--- config.mk ---
export PLATFORM = sky130hd
export DESIGN_NAME = touch_gesture_classifier_top
export DESIGN_NICKNAME = d
export VERILOG_FILES = /design/src/design/tgc_pkg.sv /design/src/design/tgc_cfg.sv /design/src/design/tgc_core.sv /design/src/design/touch_gesture_classifier_top.sv
export SDC_FILE = /design/constraint.sdc
export NUM_CORES = 1
export LEC_CHECK = 0
export BUFFER_PORTS_ARGS = -buffer_cell sky130_fd_sc_hd__clkbuf_2
export CORE_MARGIN = 5
export CORE_UTILIZATION = 55
export CTS_CLUSTER_SIZE = 10
export DETAILED_ROUTE_END_ITERATION = 12
export PLACE_DENSITY = 0.7
export SLEW_MARGIN = 10
export SYNTH_ARGS = -nofsm -noshare
export SYNTH_HDL_FRONTEND = slang
export SYNTH_SLANG_ARGS = --single-unit
--- constraint.sdc ---
create_clock -name clk -period 8 [get_ports clk]
set_input_delay 0.4 -clock clk [delete_from_list [all_inputs] [get_ports clk]]
set_output_delay 0.4 -clock clk [all_outputs]
set_load 0.02 [all_outputs]
--- src/design/tgc_pkg.sv ---
// Shared types, constants and helper functions of the touch gesture classifier.
package tgc_pkg;

  localparam int COORD_BITS = 12;
  localparam int SWIPE_W    = 12;
  localparam int TIME_W     = 32;
  localparam int MSEC_W     = 16;
  localparam int DATA_W     = 32;
  localparam int ADDR_W     = 4;
  localparam int CMP_W      = (COORD_BITS > SWIPE_W) ? COORD_BITS : SWIPE_W;

  localparam logic [MSEC_W-1:0]  LONG_PRESS_RST = MSEC_W'(600);
  localparam logic [SWIPE_W-1:0] SWIPE_MIN_RST  = SWIPE_W'(60);
  localparam logic [SWIPE_W-1:0] SWIPE_CROSS_RST = SWIPE_W'(60);
  localparam logic [MSEC_W-1:0]  DTAP_WIN_RST   = MSEC_W'(300);

  typedef logic [COORD_BITS-1:0] coord_t;

  typedef enum logic [1:0] {
    REG_LONG_PRESS  = 2'd0,
    REG_SWIPE_MIN   = 2'd1,
    REG_SWIPE_CROSS = 2'd2,
    REG_DTAP_WIN    = 2'd3
  } reg_idx_t;

  typedef enum logic [2:0] {
    EV_NONE  = 3'd0,
    EV_TAP   = 3'd1,
    EV_DTAP  = 3'd2,
    EV_LONG  = 3'd3,
    EV_LEFT  = 3'd4,
    EV_RIGHT = 3'd5,
    EV_UP    = 3'd6,
    EV_DOWN  = 3'd7
  } ev_t;

  typedef struct packed {
    logic [MSEC_W-1:0]  long_press_time;
    logic [SWIPE_W-1:0] swipe_min_distance;
    logic [SWIPE_W-1:0] swipe_max_cross;
    logic [MSEC_W-1:0]  double_tap_window;
  } cfg_t;

  typedef struct packed {
    logic              touching;
    coord_t            pos_x;
    coord_t            pos_y;
    logic [TIME_W-1:0] time_ms;
  } sample_t;

  function automatic coord_t abs_diff(input coord_t a, input coord_t b);
    return (a >= b) ? coord_t'(a - b) : coord_t'(b - a);
  endfunction

  function automatic logic [CMP_W-1:0] wide_c(input coord_t d);
    return CMP_W'(d);
  endfunction

  function automatic logic [CMP_W-1:0] wide_l(input logic [SWIPE_W-1:0] l);
    return CMP_W'(l);
  endfunction

endpackage

--- src/design/tgc_cfg.sv ---
// APB register file holding the classifier thresholds.
module tgc_cfg (
  input  logic                        clk,
  input  logic                        rst,
  input  logic                        psel,
  input  logic                        penable,
  input  logic                        pwrite,
  input  logic [tgc_pkg::ADDR_W-1:0]  paddr,
  input  logic [tgc_pkg::DATA_W-1:0]  pwdata,
  output logic [tgc_pkg::DATA_W-1:0]  prdata,
  output logic                        pready,
  output tgc_pkg::cfg_t               cfg
);

  tgc_pkg::reg_idx_t idx;
  logic              wr_en;

  assign idx    = tgc_pkg::reg_idx_t'(paddr[3:2]);
  assign wr_en  = psel && penable && pwrite;
  assign pready = 1'b1;

  always_ff @(posedge clk) begin
    if (rst) begin
      cfg.long_press_time    <= tgc_pkg::LONG_PRESS_RST;
      cfg.swipe_min_distance <= tgc_pkg::SWIPE_MIN_RST;
      cfg.swipe_max_cross    <= tgc_pkg::SWIPE_CROSS_RST;
      cfg.double_tap_window  <= tgc_pkg::DTAP_WIN_RST;
    end else if (wr_en) begin
      unique case (idx)
        tgc_pkg::REG_LONG_PRESS:  cfg.long_press_time    <= pwdata[tgc_pkg::MSEC_W-1:0];
        tgc_pkg::REG_SWIPE_MIN:   cfg.swipe_min_distance <= pwdata[tgc_pkg::SWIPE_W-1:0];
        tgc_pkg::REG_SWIPE_CROSS: cfg.swipe_max_cross    <= pwdata[tgc_pkg::SWIPE_W-1:0];
        tgc_pkg::REG_DTAP_WIN:    cfg.double_tap_window  <= pwdata[tgc_pkg::MSEC_W-1:0];
        default: ;
      endcase
    end
  end

  always_comb begin
    unique case (idx)
      tgc_pkg::REG_LONG_PRESS:  prdata = tgc_pkg::DATA_W'(cfg.long_press_time);
      tgc_pkg::REG_SWIPE_MIN:   prdata = tgc_pkg::DATA_W'(cfg.swipe_min_distance);
      tgc_pkg::REG_SWIPE_CROSS: prdata = tgc_pkg::DATA_W'(cfg.swipe_max_cross);
      tgc_pkg::REG_DTAP_WIN:    prdata = tgc_pkg::DATA_W'(cfg.double_tap_window);
      default:                  prdata = '0;
    endcase
  end

endmodule

--- src/design/tgc_core.sv ---
// Gesture state and single-pass classification of one touch sample.
module tgc_core (
  input  logic             clk,
  input  logic             rst,
  input  logic             fire,
  input  tgc_pkg::sample_t smp,
  input  tgc_pkg::cfg_t    cfg,
  output tgc_pkg::ev_t     ev
);

  typedef struct packed {
    logic                       is_pressing;
    logic                       long_done;
    logic [tgc_pkg::TIME_W-1:0] start_time;
    tgc_pkg::coord_t            start_x;
    tgc_pkg::coord_t            start_y;
    tgc_pkg::coord_t            recent_x;
    tgc_pkg::coord_t            recent_y;
    logic                       tap_waiting;
    logic [tgc_pkg::TIME_W-1:0] tap_time;
    tgc_pkg::coord_t            tap_x;
    tgc_pkg::coord_t            tap_y;
  } gest_t;

  gest_t st;
  gest_t st_next;

  logic [tgc_pkg::CMP_W-1:0]  min_d;
  logic [tgc_pkg::CMP_W-1:0]  max_c;
  // pressed path
  tgc_pkg::coord_t            sx_eff;
  tgc_pkg::coord_t            sy_eff;
  logic [tgc_pkg::TIME_W-1:0] st_eff;
  logic [tgc_pkg::CMP_W-1:0]  dx_now;
  logic [tgc_pkg::CMP_W-1:0]  dy_now;
  logic [tgc_pkg::TIME_W-1:0] held;
  logic                       long_fire;
  // release path
  logic [tgc_pkg::CMP_W-1:0]  ax;
  logic [tgc_pkg::CMP_W-1:0]  ay;
  logic [tgc_pkg::CMP_W-1:0]  tdx;
  logic [tgc_pkg::CMP_W-1:0]  tdy;
  logic [tgc_pkg::TIME_W-1:0] since_tap;
  logic                       armed;
  logic                       swipe_h;
  logic                       swipe_v;
  logic                       is_tap;
  logic                       is_dtap;

  assign min_d = tgc_pkg::wide_l(cfg.swipe_min_distance);
  assign max_c = tgc_pkg::wide_l(cfg.swipe_max_cross);

  // a sample that opens a gesture measures against itself
  assign sx_eff = st.is_pressing ? st.start_x : smp.pos_x;
  assign sy_eff = st.is_pressing ? st.start_y : smp.pos_y;
  assign st_eff = st.is_pressing ? st.start_time : smp.time_ms;
  assign dx_now = tgc_pkg::wide_c(tgc_pkg::abs_diff(smp.pos_x, sx_eff));
  assign dy_now = tgc_pkg::wide_c(tgc_pkg::abs_diff(smp.pos_y, sy_eff));
  assign held   = smp.time_ms - st_eff;

  assign long_fire = !(st.is_pressing && st.long_done) && (dx_now < min_d) &&
                     (dy_now < min_d) &&
                     (held >= tgc_pkg::TIME_W'(cfg.long_press_time));

  assign ax        = tgc_pkg::wide_c(tgc_pkg::abs_diff(st.recent_x, st.start_x));
  assign ay        = tgc_pkg::wide_c(tgc_pkg::abs_diff(st.recent_y, st.start_y));
  assign tdx       = tgc_pkg::wide_c(tgc_pkg::abs_diff(st.recent_x, st.tap_x));
  assign tdy       = tgc_pkg::wide_c(tgc_pkg::abs_diff(st.recent_y, st.tap_y));
  assign since_tap = smp.time_ms - st.tap_time;

  assign armed   = st.is_pressing && !st.long_done;
  assign swipe_h = (ax >= min_d) && (ay <= max_c);
  assign swipe_v = (ay >= min_d) && (ax <= max_c);
  assign is_tap  = armed && !swipe_h && !swipe_v && (ax < min_d) && (ay < min_d);
  assign is_dtap = is_tap && st.tap_waiting &&
                   (since_tap < tgc_pkg::TIME_W'(cfg.double_tap_window)) &&
                   (tdx <= min_d) && (tdy <= min_d);

  always_comb begin
    ev = tgc_pkg::EV_NONE;
    if (smp.touching) begin
      if (long_fire) ev = tgc_pkg::EV_LONG;
    end else if (armed) begin
      if (swipe_h) begin
        ev = (st.recent_x > st.start_x) ? tgc_pkg::EV_RIGHT : tgc_pkg::EV_LEFT;
      end else if (swipe_v) begin
        ev = (st.recent_y > st.start_y) ? tgc_pkg::EV_DOWN : tgc_pkg::EV_UP;
      end else if (is_dtap) begin
        ev = tgc_pkg::EV_DTAP;
      end else if (is_tap) begin
        ev = tgc_pkg::EV_TAP;
      end
    end
  end

  always_comb begin
    st_next = st;
    if (smp.touching) begin
      if (!st.is_pressing) begin
        st_next.is_pressing = 1'b1;
        st_next.long_done   = 1'b0;
        st_next.start_x     = smp.pos_x;
        st_next.start_y     = smp.pos_y;
        st_next.start_time  = smp.time_ms;
      end
      st_next.recent_x = smp.pos_x;
      st_next.recent_y = smp.pos_y;
      if (long_fire) st_next.long_done = 1'b1;
    end else begin
      st_next.is_pressing = 1'b0;
      st_next.long_done   = 1'b0;
      if (is_dtap) begin
        st_next.tap_waiting = 1'b0;
      end else if (is_tap) begin
        st_next.tap_waiting = 1'b1;
        st_next.tap_time    = smp.time_ms;
        st_next.tap_x       = st.recent_x;
        st_next.tap_y       = st.recent_y;
      end
    end
  end

  always_ff @(posedge clk) begin
    if (rst) begin
      st <= '0;
    end else if (fire) begin
      st <= st_next;
    end
  end

endmodule

--- src/design/touch_gesture_classifier_top.sv ---
// Touch gesture classifier: one result word per sample, input register, result register.
// Each accepted sample (touching, pos_x, pos_y, time_ms) yields exactly one event_res
// word, in order: 0 none, 1 tap, 2 double tap, 3 long press, 4..7 swipe left, right,
// up, down. A sample is taken into an input register, classified against the gesture
// state by compare logic and written to the result register, so the block sustains
// one sample per clock unless out_stall holds a result; out_valid rises once the result
// register is written. in_stall rises only when both the input register and the result
// register are full and out_stall holds the result. Thresholds are set over the APB
// port (byte addresses 0x0, 0x4, 0x8, 0xC) and may only be changed while idle.
module touch_gesture_classifier_top (
  input  logic                          clk,
  input  logic                          rst,
  input  logic                          in_valid,
  output logic                          in_stall,
  input  logic                          touching,
  input  logic [tgc_pkg::COORD_BITS-1:0] pos_x,
  input  logic [tgc_pkg::COORD_BITS-1:0] pos_y,
  input  logic [tgc_pkg::TIME_W-1:0]    time_ms,
  output logic                          out_valid,
  input  logic                          out_stall,
  output logic [2:0]                    event_res,
  input  logic                          psel,
  input  logic                          penable,
  input  logic                          pwrite,
  input  logic [tgc_pkg::ADDR_W-1:0]    paddr,
  input  logic [tgc_pkg::DATA_W-1:0]    pwdata,
  output logic [tgc_pkg::DATA_W-1:0]    prdata,
  output logic                          pready
);

  tgc_pkg::cfg_t    cfg;
  tgc_pkg::sample_t in_q;
  logic             in_q_valid;
  logic             advance;
  logic             in_accept;
  tgc_pkg::ev_t     ev;

  assign advance   = in_q_valid && (!out_valid || !out_stall);
  assign in_stall  = in_q_valid && !advance;
  assign in_accept = in_valid && !in_stall;

  always_ff @(posedge clk) begin
    if (rst) begin
      in_q_valid <= 1'b0;
    end else if (in_accept) begin
      in_q_valid <= 1'b1;
    end else if (advance) begin
      in_q_valid <= 1'b0;
    end
  end

  always_ff @(posedge clk) begin
    if (in_accept) begin
      in_q.touching <= touching;
      in_q.pos_x    <= pos_x;
      in_q.pos_y    <= pos_y;
      in_q.time_ms  <= time_ms;
    end
  end

  always_ff @(posedge clk) begin
    if (rst) begin
      out_valid <= 1'b0;
    end else if (advance) begin
      out_valid <= 1'b1;
    end else if (!out_stall) begin
      out_valid <= 1'b0;
    end
  end

  always_ff @(posedge clk) begin
    if (advance) event_res <= ev;
  end

  tgc_cfg u_cfg (
    .clk     (clk),
    .rst     (rst),
    .psel    (psel),
    .penable (penable),
    .pwrite  (pwrite),
    .paddr   (paddr),
    .pwdata  (pwdata),
    .prdata  (prdata),
    .pready  (pready),
    .cfg     (cfg)
  );

  tgc_core u_core (
    .clk  (clk),
    .rst  (rst),
    .fire (advance),
    .smp  (in_q),
    .cfg  (cfg),
    .ev   (ev)
  );

endmodule

-- After elaboration in Yosys (flattened, before gate mapping)
Cells that the tools add are included.
- memory bits (writable): 0
- latch bits: 0
- memory bits (read-only): 0
- memories: 0
- output and inout port bits: 38
- register bits after elaboration: 257
- word-level logic and storage cells: 133
- magnitude comparators: 20
- add/subtract/negate cells: 14
- equality and inequality tests: 5
- divide/modulo/power cells: 0
- reductions and logical operators: 41
- multiplexer cells: 28
- bitwise logic cells: 3
- shift operators: 0
- multiply operators: 0
- operators with widths (kind ; count):
    $sub A12 B12 Y12 ; 12
    $pmux W32 S4 ; 1
    $mux W57 ; 2
    $ge A12 B12 Y1 ; 8
    $mux W12 ; 8
    $sub A32 B32 Y32 ; 2
    $le A12 B12 Y1 ; 4
    $lt A12 B12 Y1 ; 4
    $ge A32 B16 Y1 ; 1
    $lt A32 B16 Y1 ; 1
    $mux W32 ; 1
    $gt A12 B12 Y1 ; 2
    $logic_and A1 B1 Y1 ; 20
    $mux W3 ; 5
    $reduce_and A2 Y1 ; 6
    $mux W1 ; 9
    $logic_not A1 Y1 ; 8
    $reduce_and A3 Y1 ; 2
    $eq A2 B2 Y1 const B ; 2
    $mux W2 ; 2
    $reduce_and A4 Y1 ; 1
    $reduce_bool A2 Y1 ; 2
    $ne A3 B3 Y1 const B ; 1
    $not A1 Y1 ; 3
    other kinds (4) ; 4

-- Longest topological paths before layout
- depth after elaboration: 18
- mapped depth: 30
- gate-level depth less buffers: 27

-- Modules after synthesis
Synthesis repeated with hierarchy kept, for this count alone.
- cell total of the unflattened synthesis: 2803
- area total of the unflattened synthesis: 23431.2 um^2
- modules (own cells, without submodules) (module ; instances ; seq. area each (um^2) ; area an instance (um^2) ; cells an instance):
    tgc_core ; 1 ; 2782.7 ; 18791.8 ; 2472
    tgc_cfg ; 1 ; 1121.1 ; 2751.4 ; 261
    touch_gesture_classifier_top ; 1 ; 1841.8 ; 1888.1 ; 70

-- Worst setup path before layout
No wires, ideal clock.
- path kind: register to register
- from: register u_core.st[73] (netlist bit)
- to: register u_core.st[0] (netlist bit)
- stages on the path, launching flop included: 29
- arrival: 5.764 ns
- clock period less this slack: 5.850 ns
- required time: 7.914 ns
- setup time: 0.086 ns
- slack: 2.150 ns
- cells stage by stage: dfxtp_1 -> inv_1 -> ha_1 -> clkbuf_1 -> nand2_1 -> o21ai_0 -> a21oi_1 -> o21bai_1 -> a211oi_1 -> o21ai_1 -> mux2_2 -> o211a_1 -> o221ai_1 -> a31oi_1 -> xnor2_1 -> ha_1 -> a21oi_1 -> nor2b_1 -> o21ai_0 -> or4b_1 -> o22a_1 -> nor4_1 -> nand4_1 -> nor4_1 -> nand4_1 -> and3_1 -> buf_6 -> buf_6 -> o31ai_2
- cells in the longest elaborated chain, start to end: 15
- ends and longest elaborated chain (what ; line ; RTL):
    start: declaration ; tgc_core.sv:25 ; gest_t st;
    start signal: assignment ; tgc_core.sv:127 ; st <= st_next;
    $sub A12 B12 Y12 or $ge A12 B12 Y1 (tied branches) ; tgc_pkg.sv:52 ; return (a >= b) ? coord_t'(a - b) : coord_t'(b - a);
    $mux W12 ; tgc_pkg.sv:52 ;
    $ge A12 B12 Y1 ; tgc_core.sv:72 ; assign swipe_h = (ax >= min_d) && (ay <= max_c);
    $logic_and A1 B1 Y1 ; tgc_core.sv:72 ;
    $logic_not A1 Y1 ; tgc_core.sv:74 ; assign is_tap = armed && !swipe_h && !swipe_v && (ax < min_d) && (ay < min_d);
    $logic_and A1 B1 Y1 (4 in a row) ; tgc_core.sv:74 ;
    $logic_and A1 B1 Y1 (2 in a row) ; tgc_core.sv:75 ; assign is_dtap = is_tap && st.tap_waiting &&
    $logic_and A1 B1 Y1 ; tgc_core.sv:76 ; (since_tap < tgc_pkg::TIME_W'(cfg.double_tap_window)) &&
    $logic_and A1 B1 Y1 ; tgc_core.sv:77 ; (tdx <= min_d) && (tdy <= min_d);
    $not A1 Y1 (no line) ; n/a ;
    $reduce_and A4 Y1 (no line) (*) ; n/a ;
Mark *: on every way between the ends. The rest lies on a longest branch, timed or not.
A chain may end at the register's enable or synchronous reset.

-- Worst setup path in the final report
- from: register u_core.st[69] (netlist bit)
- to: register u_core.st[55] (netlist bit)
The elaborated chain is that of the path after synthesis.

==> out/metrics.csv <==
stage;metric;value;unit
setup_path;kind of end point of the critical path;flip-flop;
power_and_ir_drop;Leakage;10.4;nW
placement;dpl cells;3321;
finish;commonest non-fill, non-tap cells in the layout;nand2_1 (360), ha_1 (325), a21oi_1 (318), inv_1 (250), dfxtp_1 (196);
placement;Final HPWL DP;51.0;mm
routing;DRT iter0 DRCs;1601;
routing;TritonRoute pass-1 iters;6;
finish;Layout area overhead;8.79;%
sta;Slew HR;0.281;
synth;Post-synth EDFFs;60;
floorplan;width of the die;214;um
job;max-cap violations;0;
power_and_ir_drop;Net Sw Power;0.00155;W
floorplan;core area;41000;sq um
power_and_ir_drop;Seq pwr share;0.323;
setup_path;worst r2r path cells;27;
global_route;initial antenna violation count;0;
power_and_ir_drop;Power Density;177;nW/um^2
sta;highest clock rate;138;MHz
sta;crit path time final;7.24;ns
routing;routed vias/inst;6.10;
finish;n_diodes;0;
global_route;first-pass GRT wire length;107;mm
setup_path;CP Launch Type;flip-flop;
setup_path;CP startpoint;u_core.st[69];
synth;Async S/R FF share, synth;0;
routing;number of remaining DRC errors;0;
setup_path;RR Endpoint;u_core.st[55];
cts;CTS H-Tree Depth;2;
cts;clk_lat worst skew;0.56;ns
sta;Final Hold Viols;0;
synth;mapped cell area;22900;sq um
setup_path;crit path to;u_core.st[55];
synth;synth warn;0;
global_route;largest net degree at the start of global routing;100;
floorplan;DIE AREA;45900;sq um
finish;Nets;3286;
floorplan;initial core utilization;0.559;
cts;Reg clk slew, reported paths;0.06;ns
power_and_ir_drop;combinational power share;0.343;
sta;Final Skew;0.0265;ns
power_and_ir_drop;sw frac;0.350;
synth;Post-Syn Area per Cell;8.16;sq um
setup_path;CP Class;flip-flop to flip-flop;
floorplan;IO Pins;138;
sta;Setup Total Neg Slack;0;ns
global_route;total global routing track utilization;0.284;
routing;vias;20778;
finish;most common cell after layout, fill and taps aside;nand2_1;
global_route;number of global-route vias before repair;20086;
cts;post-cts sizing count;0;
routing;ANT nets after route;0;
floorplan;Die Span Y;214;um
setup_path;reg-to-reg setup timing slack;0.76;ns
placement;GPL Wtd Cong;0.953;
synth;post-synthesis sequential area ratio;0.250;
setup_path;crit path max fanout;57;
sta;Pins Over Slew Limit;0;
cts;TritonCTS clock tree;yes;
cts;Inserted Clock Buffers;35;
cts;root buf cell;clkbuf_16;
cts;Max clock buf depth;3;
power_and_ir_drop;Int Power;0.00287;W
finish;final std cells w/o fill;3404;
setup_path;Worst R2R Start;u_core.st[69];
floorplan;Core Rows;74;
synth;Yosys reg bits;257;
power_and_ir_drop;maximum vdd drop;0.178;mV
routing;WL final;68.3;mm
sta;period utilization;0.905;
synth;Primary FF master, synth;dfxtp_1;
cts;number of buffers added for setup after CTS;0;
finish;share of layout cells above drive strength 1;0.0923;
outcome;status;completed;
routing;Wirelength per Cell;20.1;um
power_and_ir_drop;Clock power frac;0.335;
finish;Final Util;0.608;
synth;Syn Inst Count;2811;
power_and_ir_drop;Tot Pwr;0.00442;W
sta;setup violators final;0;
setup_path;CP Data Arrival Time;7.72;ns
global_route;GRT overflow;0;
worst_hold_path;Worst Hold Class;input port to flip-flop;
placement;I/O Buffers;102;
setup_path;critical path data required time;8.48;ns
cts;# hold bufs at CTS;21;
sta;measured slew at the worst slew-check pin;1.06;ns
sta;RSZ-0062 raised after global routing;false;
synth;Yosys cell types;86;
cts;clk sinks;257;
[routing by layer]
layer,up-vias,wire length (um),GRT usage
met5,-,0,0
met1,9865,28500,0.353
li1,10067,-,-
met4,0,3450,0.137
met2,670,32000,0.480
met3,176,4400,0.0477
[power by group through the flow]
| stage | Sequential [W] | Combinational, W | Clock (W) |
|---|---|---|---|
| after floorplan | 0.00143 | 0.00113 | 0 |
| after global placement | 0.00145 | 0.00144 | 0 |
| after detailed placement | 0.00145 | 0.00148 | 0 |
| after CTS | 0.00142 | 0.00150 | 0.00151 |
| after global routing | 0.00143 | 0.00168 | 0.00156 |
| final | 0.00143 | 0.00151 | 0.00148 |
[per-stage QoR]
step           hold WS [ns]  area, sq um  setup slack (ns)
6_report             0.0250        25000             0.763
5_1_grt             0.00891        25000             0.346
4_1_cts            0.000179        25000             0.804
3_5_place_dp          0.447        23700             0.837
3_3_place_gp          0.441        23700              1.05
2_1_floorplan         0.436        23000              2.15
[sequential cells by signal, summed over array words and instances, names as in the netlist]
name and count:
u_core.st 139, in_q_valid 1, out_valid 1, in_q 57, event_res 3, u_cfg.cfg 56
[critical path, stage by stage, from the launching register on]
cell and delay, ns:
dfxtp_1 0.38, inv_1 0.10, ha_1 0.21, inv_1 0.08, fa_1 0.20, a21oi_1 0.09
o21ai_0 0.22, a21oi_1 0.12, o21bai_1 0.19, a211oi_1 0.10, o21ai_1 0.51, buf_4 0.31
mux2i_1 0.22, o211a_1 0.20, o221ai_1 0.18, a31oi_1 0.24, xnor2_1 0.22, ha_1 0.31
a21oi_1 0.15, nor2b_1 0.06, o21ai_0 0.13, or4b_1 0.50, o22a_1 0.27, nor4_2 0.35
buf_4 0.64, and3_2 0.33, buf_4 0.59, mux2i_1 0.26
[final cells by class]
cell class                      count  area (sq um)
Fill cell                        3620         16100
Multi-Input combinational cell   2159         15600
Sequential cell                   257          5750
Clock buffer                       52          1000
Inverter                          250           938
Timing Repair Buffer              144           887
Tap cell                          532           666
Clock inverter                     10          70.1
[Yosys cell counts (60+ instances only)]
library cell	count	area, sq um
a21o_1	91	683
a21oi_1	318	1590
clkbuf_1	113	424
dfxtp_1	197	3940
edfxtp_1	60	1800
ha_1	325	4070
inv_1	250	938
mux2i_1	69	691
nand2_1	360	1350
nand4_1	108	676
nor2_1	120	450
o21ai_0	89	445
xnor2_1	71	622
[cell families (layout without fill, tap and decap cells)]
group,count (synthesis),in the layout,share of synthesized area
xor+xnor,106,106,0.0405
simple gates,782,782,0.160
other cells,2,17,0.000327
buf+inv,410,456,0.0721
fa+ha+maj,339,339,0.189
flops,257,257,0.250
compound gates,820,820,0.238
mux,95,95,0.0488
[worst min-delay path by stage]
stage	from	to	slack, ns	cells after the start
after floorplan	u_core.st[106]	u_core.st[106]	0.44	2
after global placement	u_core.st[115]	u_core.st[115]	0.44	2
after detailed placement	u_core.st[105]	u_core.st[105]	0.45	2
after CTS	time_ms[27]	in_q[27]	0.0002	1
after global routing	time_ms[12]	in_q[12]	0.009	1
final	time_ms[11]	in_q[11]	0.02	1
No activity file was read; power rests on OpenSTA's default activity.
